## src/hw/rtl/efc_pkg.sv

```systemverilog
// Shared types and constants for the Ethernet frame classifier.
package efc_pkg;

  // Frame word transfer on the input channel
  typedef struct packed {
    logic [15:0] frame_word;
    logic        last_word;
  } efc_in_t;

  // Classification result on the output channel
  typedef struct packed {
    logic [2:0]  action;
    logic [15:0] peer_port;
    logic [15:0] peer_ip_first;
    logic [15:0] peer_ip_second;
    logic [31:0] echo_replies_seen;
  } efc_out_t;

  // Action codes
  localparam logic [2:0] ACT_DROP        = 3'd0;
  localparam logic [2:0] ACT_ARP_REPLY   = 3'd1;
  localparam logic [2:0] ACT_ECHO_REPLY  = 3'd2;
  localparam logic [2:0] ACT_ECHO_SEEN   = 3'd3;
  localparam logic [2:0] ACT_UDP_DELIVER = 3'd4;
  localparam logic [2:0] ACT_PORT_UNREACH = 3'd5;

  // Configuration register indexes
  localparam logic [1:0] CFG_OWN_IP_FIRST  = 2'd0;
  localparam logic [1:0] CFG_OWN_IP_SECOND = 2'd1;
  localparam logic [1:0] CFG_SERVICE_PORT  = 2'd2;
  localparam logic [1:0] CFG_PEER_KNOWN    = 2'd3;

  // Configuration reset values
  localparam logic [15:0] RST_OWN_IP_FIRST  = 16'd10;
  localparam logic [15:0] RST_OWN_IP_SECOND = 16'd256;
  localparam logic [15:0] RST_SERVICE_PORT  = 16'd502;

  // Frame field codes, as they appear in a word (first wire byte low)
  localparam logic [15:0] ETYPE_IPV4      = 16'h0008;
  localparam logic [15:0] ETYPE_ARP       = 16'h0608;
  localparam logic [15:0] PROTO_ICMP      = 16'h0100;
  localparam logic [15:0] PROTO_UDP       = 16'h1100;
  localparam logic [15:0] PROTO_MASK      = 16'hFF00;
  localparam logic [15:0] ICMP_ECHO_REPLY = 16'h0000;
  localparam logic [15:0] ICMP_ECHO_REQ   = 16'h0008;
  localparam logic [15:0] ARP_OP_REQUEST  = 16'h0100;

  // Word positions within the frame
  localparam int unsigned CAP_COUNT = 15;
  localparam logic [4:0] POS_CAP_FIRST = 5'd6;
  localparam logic [4:0] POS_CAP_LAST  = 5'd20;
  localparam logic [4:0] POS_SUM_FIRST = 5'd7;
  localparam logic [4:0] POS_SUM_LAST  = 5'd16;
  localparam logic [4:0] POS_CSUM      = 5'd12;
  localparam logic [4:0] POS_MAX       = 5'd31;

  // Slots of the capture array (frame word minus six)
  localparam int unsigned SLOT_ETYPE    = 0;
  localparam int unsigned SLOT_ARP_OP   = 4;
  localparam int unsigned SLOT_PROTO    = 5;
  localparam int unsigned SLOT_CSUM     = 6;
  localparam int unsigned SLOT_SRC_IP0  = 7;
  localparam int unsigned SLOT_SRC_IP1  = 8;
  localparam int unsigned SLOT_DST_IP0  = 9;
  localparam int unsigned SLOT_DST_IP1  = 10;
  localparam int unsigned SLOT_L4_W0    = 11;
  localparam int unsigned SLOT_L4_W1    = 12;
  localparam int unsigned SLOT_ARP_TIP0 = 13;
  localparam int unsigned SLOT_ARP_TIP1 = 14;

endpackage

```

## src/hw/rtl/eth_frame_classifier.sv

```systemverilog
// Ethernet receive frame classifier: header capture, IPv4 checksum, action decode.
//
// Usage:
//   in_*  : one 16-bit frame word per transfer, first wire byte in bits 7:0,
//           last_word marks the final word of a frame.
//   out_* : one result per frame, given for the transfer that carries last_word:
//           action, peer UDP port, peer IPv4 address words, echo reply count.
//   cfg_* : register writes (index, data), always ready; write only while idle.
// Path: a word is registered in the input stage and its result, if any, is
//   loaded into the output register when that final word leaves the input stage.
// Throughput: one word per cycle. Non-final words only update the position,
//   header sum and capture registers and never wait for the output side.
// Stall: while a result sits unread in the output register, a final word is
//   held in the input stage; in_ready drops only when that stage is occupied
//   and cannot advance.
// Reset: synchronous, active low; clears the position, header sum, echo
//   counter, valid flags and loads the configuration defaults.
module eth_frame_classifier
  import efc_pkg::*;
(
  input  logic        clk,
  input  logic        rst_n,
  // frame word input
  input  logic        in_valid,
  output logic        in_ready,
  input  efc_in_t     in_data,
  // classification output
  output logic        out_valid,
  input  logic        out_ready,
  output efc_out_t    out_data,
  // configuration writes
  input  logic        cfg_valid,
  output logic        cfg_ready,
  input  logic [1:0]  cfg_index,
  input  logic [15:0] cfg_data
);

  // configuration registers
  logic [15:0] own_ip0_r;
  logic [15:0] own_ip1_r;
  logic [15:0] svc_port_r;
  logic        peer_known_r;

  // input stage
  logic        s0_valid_r;
  efc_in_t     s0_data_r;
  logic        s0_adv;

  // frame state
  logic [4:0]  pos_r;
  logic [4:0]  pos_nxt;
  logic [19:0] sum_r;
  logic [19:0] sum_nxt;
  logic [15:0] cap_r [CAP_COUNT];
  logic [31:0] echo_cnt_r;
  logic [31:0] echo_cnt_nxt;

  // output stage
  logic        out_valid_r;
  efc_out_t    out_data_r;
  efc_out_t    res_nxt;
  logic        out_free;

  // classification terms
  logic        in_cap_range;
  logic        in_sum_range;
  logic [3:0]  cap_slot;
  logic [15:0] arp_tip1;
  logic [16:0] fold1;
  logic [16:0] fold2;
  logic [15:0] csum;
  logic [15:0] proto;
  logic        ip_match;
  logic        long_enough;

  // handshakes
  assign out_free  = !out_valid_r || out_ready;
  assign s0_adv    = s0_valid_r && (!s0_data_r.last_word || out_free);
  assign in_ready  = !s0_valid_r || s0_adv;
  assign cfg_ready = 1'b1;
  assign out_valid = out_valid_r;
  assign out_data  = out_data_r;

  // configuration writes
  always_ff @(posedge clk) begin
    if (!rst_n) begin
      own_ip0_r    <= RST_OWN_IP_FIRST;
      own_ip1_r    <= RST_OWN_IP_SECOND;
      svc_port_r   <= RST_SERVICE_PORT;
      peer_known_r <= 1'b0;
    end else if (cfg_valid) begin
      unique case (cfg_index)
        CFG_OWN_IP_FIRST:  own_ip0_r    <= cfg_data;
        CFG_OWN_IP_SECOND: own_ip1_r    <= cfg_data;
        CFG_SERVICE_PORT:  svc_port_r   <= cfg_data;
        CFG_PEER_KNOWN:    peer_known_r <= cfg_data[0];
        default:           peer_known_r <= peer_known_r;
      endcase
    end
  end

  // input stage: load on transfer, empty when the word advances
  always_ff @(posedge clk) begin
    if (!rst_n) begin
      s0_valid_r <= 1'b0;
    end else if (in_ready) begin
      s0_valid_r <= in_valid;
    end
  end

  always_ff @(posedge clk) begin
    if (in_valid && in_ready) begin
      s0_data_r <= in_data;
    end
  end

  // position and header sum window
  assign in_cap_range = (pos_r >= POS_CAP_FIRST) && (pos_r <= POS_CAP_LAST);
  assign in_sum_range = (pos_r >= POS_SUM_FIRST) && (pos_r <= POS_SUM_LAST) &&
                        (pos_r != POS_CSUM);
  assign cap_slot     = 4'(pos_r - POS_CAP_FIRST);

  always_comb begin
    pos_nxt = pos_r;
    sum_nxt = sum_r;
    if (s0_data_r.last_word) begin
      pos_nxt = '0;
      sum_nxt = '0;
    end else begin
      if (pos_r != POS_MAX) pos_nxt = pos_r + 5'd1;
      if (in_sum_range) sum_nxt = sum_r + {4'd0, s0_data_r.frame_word};
    end
  end

  always_ff @(posedge clk) begin
    if (!rst_n) begin
      pos_r <= '0;
      sum_r <= '0;
    end else if (s0_adv) begin
      pos_r <= pos_nxt;
      sum_r <= sum_nxt;
    end
  end

  // capture header words; written before any read of the same frame
  always_ff @(posedge clk) begin
    if (s0_adv && in_cap_range) begin
      cap_r[cap_slot] <= s0_data_r.frame_word;
    end
  end

  // fold the header sum twice and complement
  assign fold1 = {1'b0, sum_r[15:0]} + {13'd0, sum_r[19:16]};
  assign fold2 = {1'b0, fold1[15:0]} + {16'd0, fold1[16]};
  assign csum  = ~fold2[15:0];

  // the final ARP word may be the word in the input stage
  assign arp_tip1    = (pos_r == POS_CAP_LAST) ? s0_data_r.frame_word
                                               : cap_r[SLOT_ARP_TIP1];
  assign long_enough = (pos_r >= POS_CAP_LAST);
  assign proto       = cap_r[SLOT_PROTO] & PROTO_MASK;
  assign ip_match    = peer_known_r && (cap_r[SLOT_DST_IP0] == own_ip0_r) &&
                       (cap_r[SLOT_DST_IP1] == own_ip1_r) &&
                       (csum == cap_r[SLOT_CSUM]);

  // classify the frame on its final word
  always_comb begin
    res_nxt      = '0;
    echo_cnt_nxt = echo_cnt_r;
    if (long_enough) begin
      priority if (cap_r[SLOT_ETYPE] == ETYPE_IPV4) begin
        res_nxt.peer_ip_first  = cap_r[SLOT_SRC_IP0];
        res_nxt.peer_ip_second = cap_r[SLOT_SRC_IP1];
        if (ip_match) begin
          priority if (proto == PROTO_ICMP) begin
            priority if (cap_r[SLOT_L4_W0] == ICMP_ECHO_REPLY) begin
              echo_cnt_nxt   = echo_cnt_r + 32'd1;
              res_nxt.action = ACT_ECHO_SEEN;
            end else if (cap_r[SLOT_L4_W0] == ICMP_ECHO_REQ) begin
              res_nxt.action = ACT_ECHO_REPLY;
            end else begin
              res_nxt.action = ACT_DROP;
            end
          end else if (proto == PROTO_UDP) begin
            res_nxt.peer_port = {cap_r[SLOT_L4_W0][7:0], cap_r[SLOT_L4_W0][15:8]};
            res_nxt.action    =
              ({cap_r[SLOT_L4_W1][7:0], cap_r[SLOT_L4_W1][15:8]} == svc_port_r)
              ? ACT_UDP_DELIVER : ACT_PORT_UNREACH;
          end else begin
            res_nxt.action = ACT_DROP;
          end
        end
      end else if (cap_r[SLOT_ETYPE] == ETYPE_ARP) begin
        if ((cap_r[SLOT_ARP_OP] == ARP_OP_REQUEST) &&
            (cap_r[SLOT_ARP_TIP0] == own_ip0_r) && (arp_tip1 == own_ip1_r)) begin
          res_nxt.action = ACT_ARP_REPLY;
        end
      end else begin
        res_nxt.action = ACT_DROP;
      end
    end
    res_nxt.echo_replies_seen = echo_cnt_nxt;
  end

  // echo reply counter advances with the final word
  always_ff @(posedge clk) begin
    if (!rst_n) begin
      echo_cnt_r <= '0;
    end else if (s0_adv && s0_data_r.last_word) begin
      echo_cnt_r <= echo_cnt_nxt;
    end
  end

  // output register: drop on transfer, load on a final word
  always_ff @(posedge clk) begin
    if (!rst_n) begin
      out_valid_r <= 1'b0;
    end else if (s0_adv && s0_data_r.last_word) begin
      out_valid_r <= 1'b1;
    end else if (out_ready) begin
      out_valid_r <= 1'b0;
    end
  end

  always_ff @(posedge clk) begin
    if (s0_adv && s0_data_r.last_word) begin
      out_data_r <= res_nxt;
    end
  end

`ifndef SYNTH
  // a new result only follows a final word leaving the input stage
  a_result_from_last: assert property (@(posedge clk) disable iff (!rst_n)
    $rose(out_valid_r) |-> $past(s0_adv && s0_data_r.last_word))
    else $error("result without a final word");

  // peer port only carries meaning for UDP actions
  a_port_only_udp: assert property (@(posedge clk) disable iff (!rst_n)
    (out_valid_r && (out_data_r.peer_port != 16'd0)) |->
      (out_data_r.action == ACT_UDP_DELIVER || out_data_r.action == ACT_PORT_UNREACH))
    else $error("peer port set for non-UDP action");

  // counter moves only together with an echo-reply-seen result
  a_count_with_echo: assert property (@(posedge clk) disable iff (!rst_n)
    ($past(rst_n) && (echo_cnt_r != $past(echo_cnt_r))) |->
      (out_valid_r && out_data_r.action == ACT_ECHO_SEEN &&
       out_data_r.echo_replies_seen == echo_cnt_r))
    else $error("echo counter moved without an echo reply result");

  // action codes stay within the defined set
  a_action_range: assert property (@(posedge clk) disable iff (!rst_n)
    out_valid_r |-> (out_data_r.action <= ACT_PORT_UNREACH))
    else $error("undefined action code");
`endif

endmodule

```

## config.mk

```make
export PLATFORM = sky130hd
export DESIGN_NAME = eth_frame_classifier
export DESIGN_NICKNAME = d
export VERILOG_FILES = /design/src/hw/rtl/efc_pkg.sv /design/src/hw/rtl/eth_frame_classifier.sv
export SDC_FILE = /design/constraint.sdc
export NUM_CORES = 1
export LEC_CHECK = 0
export ABC_CLOCK_PERIOD_IN_PS = 5300
export BUFFER_PORTS_ARGS = -buffer_cell sky130_fd_sc_hd__buf_4
export CAP_MARGIN = 10
export CELL_PAD_IN_SITES_DETAIL_PLACEMENT = 0
export CELL_PAD_IN_SITES_GLOBAL_PLACEMENT = 1
export CORE_MARGIN = 10
export CORE_UTILIZATION = 42
export DETAILED_ROUTE_END_ITERATION = 6
export PLACE_DENSITY_LB_ADDON = 0.1
export SKIP_LAST_GASP = 1
export SLEW_MARGIN = 20
export SYNTH_ARGS = -nofsm -noshare
export SYNTH_HDL_FRONTEND = slang
export SYNTH_SLANG_ARGS = --single-unit
export TNS_END_PERCENT = 10
```

## constraint.sdc

```tcl
create_clock -name clk -period 5.3 [get_ports clk]
set_clock_uncertainty 0.1 [all_clocks]
set_input_delay 1.06 -clock clk [delete_from_list [all_inputs] [get_ports clk]]
set_output_delay 1.06 -clock clk [all_outputs]
set_load 0.01 [all_outputs]
```

==> results of run 1 <==
==> flip-flops by register name, indices dropped and copies added, names as in the netlist <==
| name | count |
|---|---|
| cap_r | 184 |
| echo_cnt_r | 32 |
| out_data | 83 |
| out_valid | 1 |
| own_ip0_r | 16 |
| own_ip1_r | 16 |
| peer_known_r | 1 |
| pos_r | 5 |
| s0_data_r | 17 |
| s0_valid_r | 1 |
| sum_r | 20 |
| svc_port_r | 16 |
==> per-layer routing <==
layer,up-vias,share of wire,track usage
met1,5741,0.47,0.244
met4,0,0.018,0.0500
met5,-,0,0
met3,56,0.041,0.0306
met2,213,0.47,0.286
li1,5650,-,-
==> cell families (layout without fill, tap and decap cells) <==
logic type	count (synthesis)	in the layout
AND/OR/NAND/NOR	545	545
flip-flops	392	392
AO/OA/AOI/OAI	184	184
XOR/XNOR	163	163
buffers and inverters	89	280
multiplexers	35	35
adder cells (fa/ha/maj)	32	32
other	1	1
==> worst max-delay path, stage by stage, from the launching register on <==
cell	delay [ps]
dfxtp_2	340
ha_2	190
inv_1	50
fa_1	380
nand2b_4	170
a21oi_2	150
nand2_1	80
nor3_2	180
ha_2	200
nand2b_1	70
a2111oi_0	360
o21ai_1	280
a2111oi_4	300
o21ai_2	140
or4_4	540
a211oi_2	280
nand4_4	270
buf_12	220
clkbuf_16	190
nor3_1	250
xor2_1	90
==> cell usage after synthesis, types with 34 or more instances <==
cell      count  share of area
a21boi_0     41          0.017
edfxtp_1    284           0.48
xnor2_1      88          0.044
nand3_1      38          0.011
and3_1       52          0.018
nor2_1       35         0.0074
dfxtp_1     108           0.12
nor3_1       37          0.010
nand2_1     166          0.035
clkbuf_1     52          0.011
nor4_1       34          0.012
xor2_1       75          0.037
==> cell type report <==
type | count | area, µm² | share of cell area
Inverter | 24 | 92.6 | 0.00438
Multi-Input combinational cell | 960 | 6760 | 0.320
Clock buffer | 58 | 1250 | 0.0589
Tap cell | 539 | 674 | 0.0319
Sequential cell | 392 | 10700 | 0.506
Clock inverter | 24 | 241 | 0.0114
Timing Repair Buffer | 174 | 1430 | 0.0678
==> what timing repair did <==
action                                  CTS  global route
cloned                                    0             5
buffers inserted                          0             3
resized for setup                         1            34
endpoints found under the setup margin    2            81
pin swaps                                 0             2
==> power by group <==
part	switching (mW)	leakage, nW	internal, mW	total (mW)
logic	0.148	3.65	0.0815	0.229
clock network	1.28	0.736	1.82	3.10
registers	0.0282	3.59	3.31	3.34
total	1.46	7.97	5.21	6.67
==> worst min-delay path by stage <==
stage / to / slack [ps] / startpoint / depth (start not counted)
2_1_floorplan: svc_port_r[0] / 360 / svc_port_r[0] / 2
3_3_place_gp: echo_cnt_r[31] / 370 / echo_cnt_r[31] / 2
3_5_place_dp: svc_port_r[3] / 380 / svc_port_r[3] / 2
4_1_cts: svc_port_r[3] / 390 / svc_port_r[3] / 2
5_1_grt: svc_port_r[14] / 420 / svc_port_r[14] / 2
6_report: svc_port_r[3] / 380 / svc_port_r[3] / 2
==> through the flow <==
step,utilization,area [µm²],hold slack [ps],TNS [ps],std cells
floorplan,-,17700,356,0,1441
global placement,0.464,19400,371,0,2081
detailed placement,0.464,19400,378,-125,2081
CTS,0.500,20900,386,0,2163
global route,0.506,21100,420,-8010,2171
finish,0.506,21100,383,0,2171
==> impl_metrics.json, run 1 <==
{
  "status": "finished, final reports clean",
  "fp.dieW_um": 225,
  "nFillCells": 3701,
  "antenna_left": 0,
  "max-slew-margin-rel": 0.299,
  "min_path_type": "reg -> reg",
  "grt_pass1_vias": 11400,
  "synth_nets": 1513,
  "cts_tree": "done",
  "ios": 126,
  "ys.flop_type": "edfxtp_1",
  "final_net_count": 1668,
  "cp-start-kind": "flop",
  "clockBufferDepth": 3,
  "first_iter_violations": 806,
  "async_flop_share": 0,
  "end_kind": "flop",
  "grt_pass1_wl_mm": 69.4,
  "period_needed_ps": 5130,
  "cts_made_buffers": 44,
  "synth_cells": 1441,
  "p_leak_nw": 7.97,
  "fin_ws_ps": 172,
  "die_area_mm2": 0.0506,
  "report.final.slew_viol_count": 0,
  "crit_start": "sum_r[0]",
  "synth_xor_area_frac": 0.0808,
  "place_ws_ps": -67.1,
  "path_clk_slew_ps": 60,
  "syn_to_final_growth_pct": 19.7,
  "via_per_inst": 5.37,
  "drt_wl_total_mm": 46.9,
  "cts_hold_buffers": 0,
  "antenna_cells": 0,
  "die_h_um": 225,
  "synth_top_family_by_area": "simple AND/OR/NAND/NOR gates",
  "fp-row-count": 75,
  "path_max_fanout": 20,
  "worst_r2r_endpoint": "out_data[17]",
  "dp_hpwl_mm": 30.6,
  "yosys.area_share.adder": 0.0235,
  "postSynthAreaPerCell_um2": 12.3,
  "setup_viol": 0,
  "required_ps": 5520,
  "clk_latency_ps": 580,
  "wl_per_cell_um": 21.6,
  "synth_mux_area_frac": 0.0200,
  "clock_sinks": 392,
  "hold_viol_final": 0,
  "tightestPinTransition_ps": 1050,
  "port_buffers": 124,
  "timing.fmax_mhz": 195,
  "track_usage": 0.178,
  "fin_total_pwr_mw": 6.67,
  "antenna_found_initial": 1,
  "core_area_mm2": 0.0418,
  "r2r_cells": 20,
  "drc": 0,
  "layout_commonest_cell": "edfxtp_1",
  "rsz0062_at_grt": "yes",
  "fin_crit_sh": 0.968,
  "synth_area_mm2": 0.0177,
  "root_buffer": "clkbuf_16",
  "most-common-layout-cells": "edfxtp_1, nand2_1, buf_4, dfxtp_1, xnor2_1",
  "vias": 11700,
  "layout-drive-gt1-share": 0.191,
  "max_cap_viol_count": 0,
  "yosys_warnings": 0,
  "synth-simple-area-share": 0.168,
  "drt_first_pass_iters": 5,
  "worstSetupPathType": "reg -> reg",
  "synth_cell_types": 81,
  "grt-ovfl-total": 0,
  "max-vdd-ir-drop_mv": 0.296,
  "start_util": 0.423,
  "grt_max_degree": 87,
  "synth_seq_cells": 392,
  "synth_edf_count": 284,
  "synth-seq-area-share": 0.605,
  "arrival_ps": 5350,
  "p_per_area_mw_per_mm2": 315,
  "r2r_start": "sum_r[0]",
  "setup.worst_path.end": "out_data[17]",
  "place_congestion": 0.818,
  "rrSetupSlack_ps": 170,
  "htreeDepth": 2,
  "synth_compound_area_frac": 0.0816
}
Power figures use the tool's default switching activity.
==> inputs of run 2 (changes only) <==
--- a/config.mk
+++ b/config.mk
@@ -10,6 +10,7 @@
 export CAP_MARGIN = 10
 export CELL_PAD_IN_SITES_DETAIL_PLACEMENT = 0
 export CELL_PAD_IN_SITES_GLOBAL_PLACEMENT = 1
+export CORE_ASPECT_RATIO = 0.9
 export CORE_MARGIN = 10
 export CORE_UTILIZATION = 42
 export DETAILED_ROUTE_END_ITERATION = 6
==> run 2 against run 1 <==
Core utilization fell by 0.83 points. Non-clock buffer count decreased by 5. Critical path depth did not move. Flip-flop and latch count unchanged.
==> impl_metrics.json, run 2 (synthesis gave the netlist of run 1 again) <==
{
  "grt_pass1_wl_mm": 70.1,
  "dp_hpwl_mm": 30.4,
  "syn_to_final_growth_pct": 17.5,
  "status": "finished, final reports clean",
  "start_util": 0.424,
  "htreeDepth": 2,
  "largest_register_ffs": 184,
  "cts_hold_buffers": 0,
  "root_buffer": "clkbuf_16",
  "fin_area_mm2": 0.0207,
  "period_needed_ps": 5080,
  "min_path_type": "reg -> reg",
  "ios": 126,
  "layout-drive-gt1-share": 0.172,
  "setup_viol": 0,
  "antenna_left": 0,
  "dp.cells": 2090,
  "die_area_mm2": 0.0507,
  "worst_r2r_endpoint": "echo_cnt_r[31]",
  "wl_per_cell_um": 21.3,
  "worstSetupPathType": "reg -> reg",
  "fin_crit_sh": 0.958,
  "tns_ps": 0,
  "track_usage": 0.178,
  "drt_wl_total_mm": 46.2,
  "rrSetupSlack_ps": 220,
  "end_kind": "flop",
  "timing.fmax_mhz": 197,
  "grt-ovfl-total": 0,
  "most-common-layout-cells": "edfxtp_1, buf_4, nand2_1, dfxtp_1, xnor2_1",
  "report.final.slew_viol_count": 0,
  "hold_viol_final": 0,
  "place_congestion": 0.842,
  "drt_first_pass_iters": 5,
  "fp.dieW_um": 236,
  "regArea_mm2": 0.0107,
  "clk_latency_ps": 560,
  "clock_sinks": 392,
  "cp-start-kind": "flop",
  "max-vdd-ir-drop_mv": 0.251,
  "path_clk_slew_ps": 60,
  "arrival_ps": 5460,
  "via_per_inst": 5.38,
  "grt_pass1_vias": 11400,
  "holdPathStages": 2,
  "place_ws_ps": 154,
  "clockBufferDepth": 3,
  "die_h_um": 215,
  "max_cap_viol_count": 0,
  "grt_max_degree": 85,
  "layout_commonest_cell": "edfxtp_1",
  "p_per_area_mw_per_mm2": 311,
  "min-delay-start": "svc_port_r[11]",
  "hold-worst-slack_ps": 377,
  "top_register": "cap_r",
  "port_buffers": 124,
  "antenna_cells": 0,
  "path_max_fanout": 60,
  "multiInputGateArea_mm2": 0.00666,
  "drc": 0,
  "r2r_cells": 20,
  "core_area_mm2": 0.0417,
  "tightestPinTransition_ps": 1190,
  "cts_made_buffers": 42,
  "first_iter_violations": 877,
  "final_net_count": 1661,
  "nFillCells": 3675,
  "cts_tree": "done",
  "p_leak_nw": 7.74,
  "instances_no_fill": 2167,
  "fin_ws_ps": 223,
  "r2r_start": "sum_r[0]",
  "vias": 11700,
  "fp-row-count": 71,
  "place_area_mm2": 0.0194,
  "antenna_found_initial": 0,
  "max-slew-margin-rel": 0.209,
  "required_ps": 5680,
  "min_to": "svc_port_r[11]"
}
[run 2: cell count changes in the layout (fill, tap and decap cells not counted), moves of 4 or more]
cell / change
clkinv_2: -4
nor3_1: +6
o311ai_0: +4
clkinv_1: +7
buf_4: +4
nor4_1: +4
o311ai_1: -4
clkbuf_16: -8
[run 2: repair_timing]
action	CTS	global route
endpoints found under the setup margin	0	78
setup buffers	0	2
resized for setup	0	8
[run 2: layer usage]
layer	share of wire	routed length, µm	vias up	track usage
met2	0.43	19900	285	0.261
met4	0.024	1100	0	0.0569
met5	0	0	-	0
li1	-	-	5633	-
met1	0.49	22800	5671	0.262
met3	0.052	2400	68	0.0302
[run 2: report_power, final]
group / switching, mW / internal, mW / leakage [nW] / total (mW)
combinational: 0.149 / 0.0791 / 3.50 / 0.228
clock: 1.20 / 1.69 / 0.653 / 2.89
sequential: 0.0315 / 3.31 / 3.59 / 3.34
[run 2: worst max path at each step]
stage	endpoint	start
finish	echo_cnt_r[31]	sum_r[0]
global route	echo_cnt_r[30]	sum_r[0]
CTS	echo_cnt_r[31]	sum_r[0]
detailed placement	echo_cnt_r[31]	sum_r[0]
global placement	echo_cnt_r[31]	sum_r[0]
floorplan	out_data[1]	sum_r[16]
[run 2: cell type report]
| type | count | area share |
|---|---|---|
| Tap cell | 547 | 0.0330 |
| Multi-Input combinational cell | 960 | 0.321 |
| Timing Repair Buffer | 169 | 0.0618 |
| Clock buffer | 52 | 0.0539 |
| Clock inverter | 23 | 0.0106 |
| Sequential cell | 392 | 0.515 |
| Inverter | 24 | 0.00446 |
[run 2: per-stage QoR]
stage	power, mW	util
floorplan	3.50	-
detailed placement	3.64	0.465
global route	6.69	0.498
finish	6.46	0.498
global placement	3.63	0.465
CTS	6.52	0.497
[run 2: worst max-delay path, stage by stage, from the launching register on]
cell       delay (ps)
dfxtp_1           360
ha_1              190
inv_1              60
fa_1              370
nand2b_1          180
a21oi_2           150
nand2_1            80
nor3_2            170
ha_1              180
ha_1              200
inv_1              60
a2111oi_1         360
o2111a_1          280
a21bo_2           240
or4_1             480
a211o_1           310
nand3_1           170
nand4_4           140
buf_12            230
or4_1             520
a21boi_1          150
==> inputs of run 3 (changes only) <==
--- a/config.mk
+++ b/config.mk
@@ -5,6 +5,7 @@
 export SDC_FILE = /design/constraint.sdc
 export NUM_CORES = 1
 export LEC_CHECK = 0
+export ABC_AREA = 1
 export ABC_CLOCK_PERIOD_IN_PS = 5300
 export BUFFER_PORTS_ARGS = -buffer_cell sky130_fd_sc_hd__buf_4
 export CAP_MARGIN = 10
@@ -14,6 +15,7 @@
 export CORE_MARGIN = 10
 export CORE_UTILIZATION = 42
 export DETAILED_ROUTE_END_ITERATION = 6
+export MAX_ROUTING_LAYER = met4
 export PLACE_DENSITY_LB_ADDON = 0.1
 export SKIP_LAST_GASP = 1
 export SLEW_MARGIN = 20
==> run 3 against run 2 <==
Flip-flop and latch count stayed put. Routed wire length is 14% higher. Final cell count is 27% higher. Die area is 3.0% higher. Largest cell class unchanged. Clock power hardly changed. Sequential share of layout area is 1.6 points lower.
==> impl_metrics.json, run 3 <==
{
  "rrSetupSlack_ps": 670,
  "max-vdd-ir-drop_mv": 0.230,
  "hold_viol_final": 0,
  "drc": 0,
  "grt_pass1_wl_mm": 79.6,
  "fp-row-count": 72,
  "most-common-layout-cells": "nand2_1, edfxtp_1, inv_1, nor2_1, buf_4",
  "drt_wl_total_mm": 52.4,
  "start_util": 0.424,
  "cts_made_buffers": 43,
  "status": "finished, final reports clean",
  "yosysTopAreaCellShare": 0.468,
  "place_congestion": 0.895,
  "rsz0062_at_grt": "no",
  "end_kind": "flop",
  "port_buffers": 124,
  "dp.cells": 2663,
  "tns_ps": 0,
  "synth_top_cell_by_area": "edfxtp_1",
  "required_ps": 5530,
  "clockBufferDepth": 3,
  "antenna_left": 0,
  "clk_latency_ps": 580,
  "cts_hold_buffers": 0,
  "tightestPinTransition_ps": 1050,
  "clock_sinks": 392,
  "max-slew-margin-rel": 0.295,
  "yosys-top-cells-area": "edfxtp_1, dfxtp_1, nand2_1",
  "first_iter_violations": 1080,
  "yosys_warnings": 0,
  "drt_first_pass_iters": 5,
  "cp-start-kind": "flop",
  "synth.most_common_cell": "nand2_1",
  "path_max_fanout": 9,
  "period_needed_ps": 4630,
  "largest_register_ffs": 184,
  "final_net_count": 2225,
  "instances_no_fill": 2743,
  "synth_area_mm2": 0.0182,
  "fin_crit_sh": 0.874,
  "min_to": "svc_port_r[13]",
  "setup_viol": 0,
  "hold-worst-slack_ps": 356,
  "via_per_inst": 5.04,
  "report.final.slew_viol_count": 0,
  "synth_nets": 2051,
  "synth_cells": 1979,
  "post-cts-setup-buffers": 0,
  "top_register": "cap_r",
  "ys.flop_type": "edfxtp_1",
  "grt_pass1_vias": 13300,
  "cts_resized": 0,
  "ios": 126,
  "holdPathStages": 2,
  "p_per_area_mw_per_mm2": 307,
  "place_ws_ps": 717,
  "wl_per_cell_um": 19.1,
  "async_flop_share": 0,
  "antenna_found_initial": 2,
  "min_path_type": "reg -> reg",
  "htreeDepth": 2,
  "cts_tree": "done",
  "synth-seq-area-share": 0.586,
  "syn_to_final_growth_pct": 17.4,
  "dp_hpwl_mm": 36.7,
  "die_area_mm2": 0.0522,
  "synth_cell_types": 48,
  "root_buffer": "clkbuf_16",
  "grt_max_degree": 69,
  "timing.fmax_mhz": 216,
  "r2r_start": "sum_r[16]",
  "layout-drive-gt1-share": 0.134,
  "worstSetupPathType": "reg -> reg",
  "fin_ws_ps": 667,
  "vias": 13800,
  "grt-ovfl-total": 0,
  "r2r_cells": 26,
  "synth_edf_count": 284,
  "track_usage": 0.206,
  "fp.dieW_um": 240,
  "path_clk_slew_ps": 60,
  "worst_r2r_endpoint": "out_data[29]",
  "die_h_um": 218,
  "p_leak_nw": 8.75,
  "synth_common_cells": "nand2_1, edfxtp_1, inv_1, nor2_1, nand3_1",
  "arrival_ps": 4870,
  "max_cap_viol_count": 0,
  "synth_seq_cells": 392,
  "postSynthAreaPerCell_um2": 9.21,
  "min-delay-start": "svc_port_r[13]",
  "layout_commonest_cell": "nand2_1",
  "core_area_mm2": 0.0430
}
run 3: cell types whose count changed after synthesis, moves of 69 or more:
cell / before / now
nor2_1: 35 / 187
a21oi_1: 11 / 86
o21ai_0: 12 / 81
inv_1: 23 / 283
nand2_1: 166 / 493
nand3_1: 38 / 120
run 3: worst max path at each step:
stage | from | endpoint | slack, ps | cells past startpoint
2_1_floorplan | out_ready | sum_r[3] | 550 | 11
3_3_place_gp | sum_r[16] | out_data[29] | 840 | 24
3_5_place_dp | sum_r[16] | out_data[29] | 720 | 26
4_1_cts | sum_r[16] | out_data[29] | 720 | 26
5_1_grt | sum_r[16] | out_data[29] | 150 | 26
6_report | sum_r[16] | out_data[29] | 670 | 26
run 3: cell type report:
| class | instances | area, µm² |
|---|---|---|
| antenna | 1 | 2.50 |
| clock buffer | 57 | 1200 |
| clock inverter | 22 | 161 |
| fill | 3996 | 21600 |
| inverter | 292 | 1100 |
| multi-input combinational | 1267 | 6390 |
| sequential | 392 | 10700 |
| tap | 555 | 694 |
| timing repair buffer | 157 | 1180 |
run 3: layer usage:
metal  part of all wire  vias up  GRT usage  wire length, µm
met1               0.46     6494      0.280            24300
met5                  0        -          -                0
met2               0.44      356      0.310            23200
met4              0.027        0     0.0645             1390
met3              0.067       85     0.0337             3490
li1                   -     6893          -                -
run 3: metrics by stage:
stage	instance area (µm²)	total power, mW	util
after floorplan	18200	3.57	-
after global placement	20000	3.74	0.466
after detailed placement	20000	3.75	0.466
after CTS	21400	6.64	0.498
after global routing	21400	6.81	0.498
final	21400	6.58	0.498
run 3: cell families (layout without fill, tap and decap cells):
family / Yosys count / count (layout) / share of synthesized area
adders and majority gates: 32 / 32 / 0.0228
xor gates and xnor gates: 52 / 52 / 0.0250
DFF: 392 / 392 / 0.586
muxes: 12 / 12 / 0.00659
and+or+nand+nor: 977 / 977 / 0.235
AOI/OAI and AO/OA: 193 / 193 / 0.0572
buffers and inverters: 320 / 528 / 0.0672
other: 1 / 2 / 0.000206
run 3: worst max-delay path, stage by stage (launching register included):
cell and delay, ps:
dfxtp_1 390, ha_1 250, inv_1 70, fa_1 390, inv_1 120, nand3_2 110, nand2_4 140, nand3_1 130
nor2_1 170, ha_1 190, ha_1 180, nand3_2 100, inv_1 80, nand3_1 120, nor2_1 210, nand2_1 110
nand2_1 110, nand2_1 80, nand2_1 90, nand2_1 50, nor2_1 110, nand2_1 80, nor2_1 80, nand3_1 280
nor2_2 320, nand4_1 140, and2_1 190
run 3: where the power goes:
part	leakage, nW	internal, mW	switching (mW)
clock	0.669	1.65	1.25
combinational	4.53	0.0977	0.218
sequential	3.55	3.32	0.0425
